--- src/dvft_pkg.sv ---
package dvft_pkg;

  localparam int unsigned ValueW     = 32;
  localparam int unsigned CountOutW  = 16;
  localparam int unsigned QueueDepth = 4;
  localparam int unsigned QPtrW      = $clog2(QueueDepth);

  typedef struct packed {
    logic [ValueW-1:0] value;
    logic              last;
  } item_t;

  typedef enum logic {
    ST_ABSORB,
    ST_EMIT
  } back_state_e;

endpackage

--- src/dvft_front.sv ---
module dvft_front (
  input  logic                              clk_i,
  input  logic                              rst_ni,
  input  logic                              start_i,
  input  logic signed [dvft_pkg::ValueW-1:0] sample_value_i,
  input  logic                              end_of_run_i,
  output logic                              busy_o,
  output dvft_pkg::item_t                   item_o,
  output logic                              item_valid_o,
  input  logic                              pop_i
);
  import dvft_pkg::*;

  item_t            mem_q [QueueDepth];
  logic [QPtrW-1:0] wr_ptr_q, wr_ptr_d;
  logic [QPtrW-1:0] rd_ptr_q, rd_ptr_d;
  logic [QPtrW:0]   fill_q, fill_d;
  logic             push;
  logic             pop;

  assign busy_o       = (fill_q == (QPtrW+1)'(QueueDepth));
  assign item_valid_o = (fill_q != '0);
  assign item_o       = mem_q[rd_ptr_q];
  assign push         = start_i & ~busy_o;
  assign pop          = pop_i & item_valid_o;

  always_comb begin
    wr_ptr_d = push ? wr_ptr_q + 1'b1 : wr_ptr_q;
    rd_ptr_d = pop ? rd_ptr_q + 1'b1 : rd_ptr_q;
    fill_d   = fill_q;
    if (push && !pop) begin
      fill_d = fill_q + 1'b1;
    end else if (pop && !push) begin
      fill_d = fill_q - 1'b1;
    end
  end

  always_ff @(posedge clk_i or negedge rst_ni) begin
    if (!rst_ni) begin
      wr_ptr_q <= '0;
      rd_ptr_q <= '0;
      fill_q   <= '0;
    end else begin
      wr_ptr_q <= wr_ptr_d;
      rd_ptr_q <= rd_ptr_d;
      fill_q   <= fill_d;
    end
  end

  always_ff @(posedge clk_i) begin
    if (push) begin
      mem_q[wr_ptr_q] <= '{value: sample_value_i, last: end_of_run_i};
    end
  end

endmodule

--- config.mk ---
export PLATFORM = sky130hd
export DESIGN_NAME = dvft_front
export DESIGN_NICKNAME = d
export VERILOG_FILES = /design/src/dvft_pkg.sv /design/src/dvft_front.sv
export SDC_FILE = /design/constraint.sdc
export NUM_CORES = 1
export LEC_CHECK = 0
export ABC_AREA = 1
export BUFFER_PORTS_ARGS = -buffer_cell sky130_fd_sc_hd__buf_2
export CAP_MARGIN = 30
export CORE_MARGIN = 2
export CORE_UTILIZATION = 52
export CTS_BUF_LIST = sky130_fd_sc_hd__clkbuf_16
export DETAILED_ROUTE_END_ITERATION = 7
export PLACE_DENSITY = 0.75
export SLEW_MARGIN = 20
export SYNTH_ARGS = -nofsm -noshare
export SYNTH_HDL_FRONTEND = slang
export SYNTH_SLANG_ARGS = --single-unit
--- constraint.sdc ---
create_clock -name clk_i -period 2.7 [get_ports clk_i]
set_input_delay 0.135 -clock clk_i [delete_from_list [all_inputs] [get_ports clk_i]]
set_output_delay 0.135 -clock clk_i [all_outputs]
set_load 0.05 [all_outputs]
# Word-level counts from Yosys, hierarchy flattened
# Memories as Yosys holds them, arrays and structs flattened.
# Index checks and enable logic that the tools add are counted.
# op_classes
add_sub_neg,4
n_eq_ne,1
n_mux,4
n_bitwise,3
reduce_logical,6
# op_table
op,count
two-way mux 3 bit,2
adder 2 x 1 -> 2 bit (second input constant),2
adder 3 x 1 -> 3 bit (second input constant),1
equality test 3 bit (second input constant),1
nonzero test 3 bit,1
subtractor 3 x 1 -> 3 bit (second input constant),1
bitwise AND 1 bit,2
logical AND 1 bit,2
zero test 1 bit,2
two-way mux 1 bit,2
nonzero test 2 bit,1
inverter 1 bit,1
# totals
register_bits,7
ramBits,132
inputBits,37
output_inout_bits,35
wordCells,22
mem_count,1
# memory_table
memory,depth,width,rd,rd_ports_with_merged_regs,write_ports,line_no,rtl
mem_q,4,33,1,0,1,dvft_front.sv:14,item_t mem_q [QueueDepth];

# Logic depth before layout (Yosys ltp)
# logic_depth
depth_word,7
ltp_mapped,12
ltp_nobuf,12

# Least setup slack after synthesis
# OpenSTA, ideal clock, no wires.
# synth_path
kind,reg-to-reg
start,reg fill_q[0]
end,"mem mem_q[0][0] in the netlist's numbering, enable pin"
setup_ns,0.423
arrival_ns,2.114
required_ns,2.277
setup_slack_ns,0.163
stages_incl_launch_ff,5
path_buffers,0
synth_period_minus_slack_ns,2.537
cell_sequence,dfrtp_1 -> inv_2 -> nand3_1 -> nand2_1 -> nor2_1
# synth_via
elab_chain_len,5
# synth_lines
item,line_no,rtl
"start, declared",dvft_front.sv:17,"logic [QPtrW:0] fill_q, fill_d;"
"start signal, assigned",dvft_front.sv:46,fill_q <= fill_d;
equality test 3 bit,dvft_front.sv:21,assign busy_o = (fill_q == (QPtrW+1)'(QueueDepth));
inverter 1 bit,dvft_front.sv:24,assign push = start_i & ~busy_o;
bitwise AND 1 bit,dvft_front.sv:24,
two-way mux 1 bit,dvft_front.sv:51,if (push) begin
two-way mux 1 bit (not written as such),dvft_front.sv:52,"mem_q[wr_ptr_q] <= '{value: sample_value_i, last: end_of_run_i};"
"end, declared",dvft_front.sv:14,
# No other way between the ends.

==> results.md <==
- Outcome: finished, final reports clean
- Worst-Margin Slew: around 0.52 ns
- Design area: approximately 0.0073 mm²
- Hold Path Class: primary input to asynchronous set/reset pin
- Syn Nets: 488
- Number of nets in the layout: 601
- Adder and majority cell fraction of the synthesized area: 1.41%
- Maximum vdd drop: 0.779 mV
- Seq cells post-synth: 139
- Die width: between 100 and 150 µm
- Die area: 0.0121 mm²
- Global route overflow: 0
- Wirelength per Cell: about 15 µm
- Syn Inst Count: about 450
- Clk slew on worst S/H paths: approximately 0.060 ns
- Leak: a little over 3 nW
- Routed vias/inst: between 5 and 6
- Minimum hold slack: roughly 0.084 ns
- CTS root buffer: clkbuf_16
- # DRC: 0
- Worst-path maximum fanout: 50
- Initial Util: a little over half
- RSZ-0062 raised after global routing: no
- WP data required: between 2 and 3 ns
- Post-Syn Area: around 0.0059 mm²
- Final WS setup: 0.501 ns
- GP Congestion: 0.759
- Cell Rows: 38
- Slew HR: 65.2%
- Final setup fails: 0
- Vias in the first global route: ~3600
- WL final: around 11000 µm
- PD cells: roughly 1300 mW/mm²
- Compound-cell area share of the yosys netlist: roughly 11%
- Min cycle time layout: ~2.2 ns
- Starting DRT DRC Count: between 200 and 250
- H-Tree Depth: 4
- Initial DRT Pass Iterations: 6
- DP Wirelength: between 6000 and 7000 µm
- Finished Layout Cells: between 700 and 800
- Crit share post-route: roughly four fifths
- Worst skew pair latency: about 0.4 ns
- Placed cell count: around 640
- Area after DPL: 0.00636 mm²
- Port Buf Inserts: 71
- Fraction of the mapped netlist area in simple logic gates: between 8 and 9%
- TNS Setup: 0 ns
- Max-slew violation count: 0
- Largest family of logic cells by synthesized area: compound AO/OA/AOI/OAI gates
- Die height: about 110 µm
- Final hold violations: 0
- Synth cell types: 18
- Nature of the critical path endpoint: output port
- # fillers: 760
- Max_cap viols: 0
- First-pass GRT wire length: ~17000 µm
- Clock Path Buffers: 2
- Antenna Cells: 0
- Mux cell area share after synthesis: 0%
- Xor/xnor share of the synthesized area: less than 1%
- Syn-to-layout area delta: 25.0%
- All-Layer GR Usage: between 15 and 20%
- Io pins: slightly above 70
- TritonCTS clock tree: done
- WP data arrival: slightly above 2 ns
- Postcts setup bufs: 0
- CTS buffer count: 17
- Place WS: between 0.5 and 0.6 ns
- TritonCTS Sinks: approximately 140
- CP startpoint kind: flop
- Initial antenna violation count: 0
- Final Power: roughly 9 mW
- Peak Freq: 455 MHz
- Largest net degree at the start of global routing: between 50 and 60
- Final core utilization: 67.0%
- Total number of vias: roughly 3600
- Skew final: roughly 0.0053 ns
- Mean Syn Cell Area: roughly 13 µm²
- Kind of critical path: flop to output port
- Core area: approximately 0.011 mm²
- Final ANT Viol Nets: 0
- Synth warn: 0
- Layout cells sized above 1: between 20% and 30%
- Sequential area share after synthesis: between 70% and 80%
where the power goes:
group / internal (mW) / leakage (nW) / switching [mW]
registers: 2.85 / 1.29 / 0.151
clock network: 1.45 / 0.279 / 0.857
logic: 0.951 / 1.48 / 2.91
synth_stat cells:
master,instances,share of area (%)
o211ai_2,33,7.0
xnor2_1,1,0.15
edfxtp_1,132,68
nand3_1,7,0.60
buf_2,11,0.94
fa_1,1,0.34
o21ai_0,1,0.085
inv_4,1,0.11
dfrtp_1,7,3.0
buf_6,7,1.3
nand2_1,117,7.5
ha_1,5,1.1
nor2_1,4,0.26
buf_4,3,0.38
nand4_1,1,0.11
o211ai_1,33,4.2
inv_2,3,0.19
inv_1,78,5.0
cell type report:
class / count / area (µm²) / area share (%)
flip-flops and latches: 139 / 4140 / 56.5
multi-input cells: 203 / 1280 / 17.5
repair buffers: 115 / 813 / 11.1
clock buffers: 17 / 425 / 5.81
inverters: 82 / 313 / 4.27
clock inverters: 15 / 175 / 2.39
well taps: 140 / 175 / 2.39
cell families after synthesis:
family,count (synthesis)
xor+xnor,1
compound gates,67
flops,139
buf+inv,103
simple gates,129
fa+ha+maj,6
metal layers:
metal	up-vias	routed length [µm]	part of all wire (%)	GRT usage [%]
li1	1757	-	-	-
met4	0	286	2.6	8.39
met1	1723	4480	41	22.8
met2	111	5620	51	32.5
met5	-	0	0	0
met3	29	589	5.4	6.29
critical path: stages, from the launching register on:
cell and delay (ns):
dfrtp_1 0.41, inv_4 0.40, buf_12 0.29, o211ai_1 0.11, nand2_1 0.13, buf_2 0.27
what timing repair did:
action / 4_1_cts / 5_1_grt
gates resized for setup: 0 / 0
hold buffers: 36 / 0
endpoints found under the hold margin: 143 / 0
worst paths after layout:
check,start,endpoint,slack (ns),cells past startpoint
worst min register to register,fill_q[2],fill_q[2],0.51,2
worst max register to register,fill_q[0],fill_q[1],0.53,9
max in group asynchronous,rst_ni,rd_ptr_q[1],2.44,2
worst max-delay path,rd_ptr_q[0],item_o[31],0.50,5
worst min-delay path,rst_ni,fill_q[0],0.08,2
min in group clk_i,sample_value_i[1],mem_q[1][2],0.47,2
placed cells by master, fill, tap and decap left out:
master and n:
o21ai_0 1, clkinvlp_4 6, inv_2 2, nand2_1 117, fa_1 1, edfxtp_1 132
xnor2_1 1, dfrtp_2 1, nand3_1 7, clkinv_4 1, nor2_4 4, buf_2 71
nand4_1 1, ha_1 5, buf_12 3, dlygate4sd3_1 36, o211ai_2 33, clkbuf_16 17
buf_4 5, inv_4 2, o211ai_1 33, clkinv_2 2, dfrtp_1 6, inv_6 2
inv_1 79, bufinv_16 3
flip-flops by register name (all words and copies together) (netlist names):
signal    flops
fill_q        3
mem_q       132
rd_ptr_q      2
wr_ptr_q      2
Note: power is estimated with default switching activity, not from simulation.
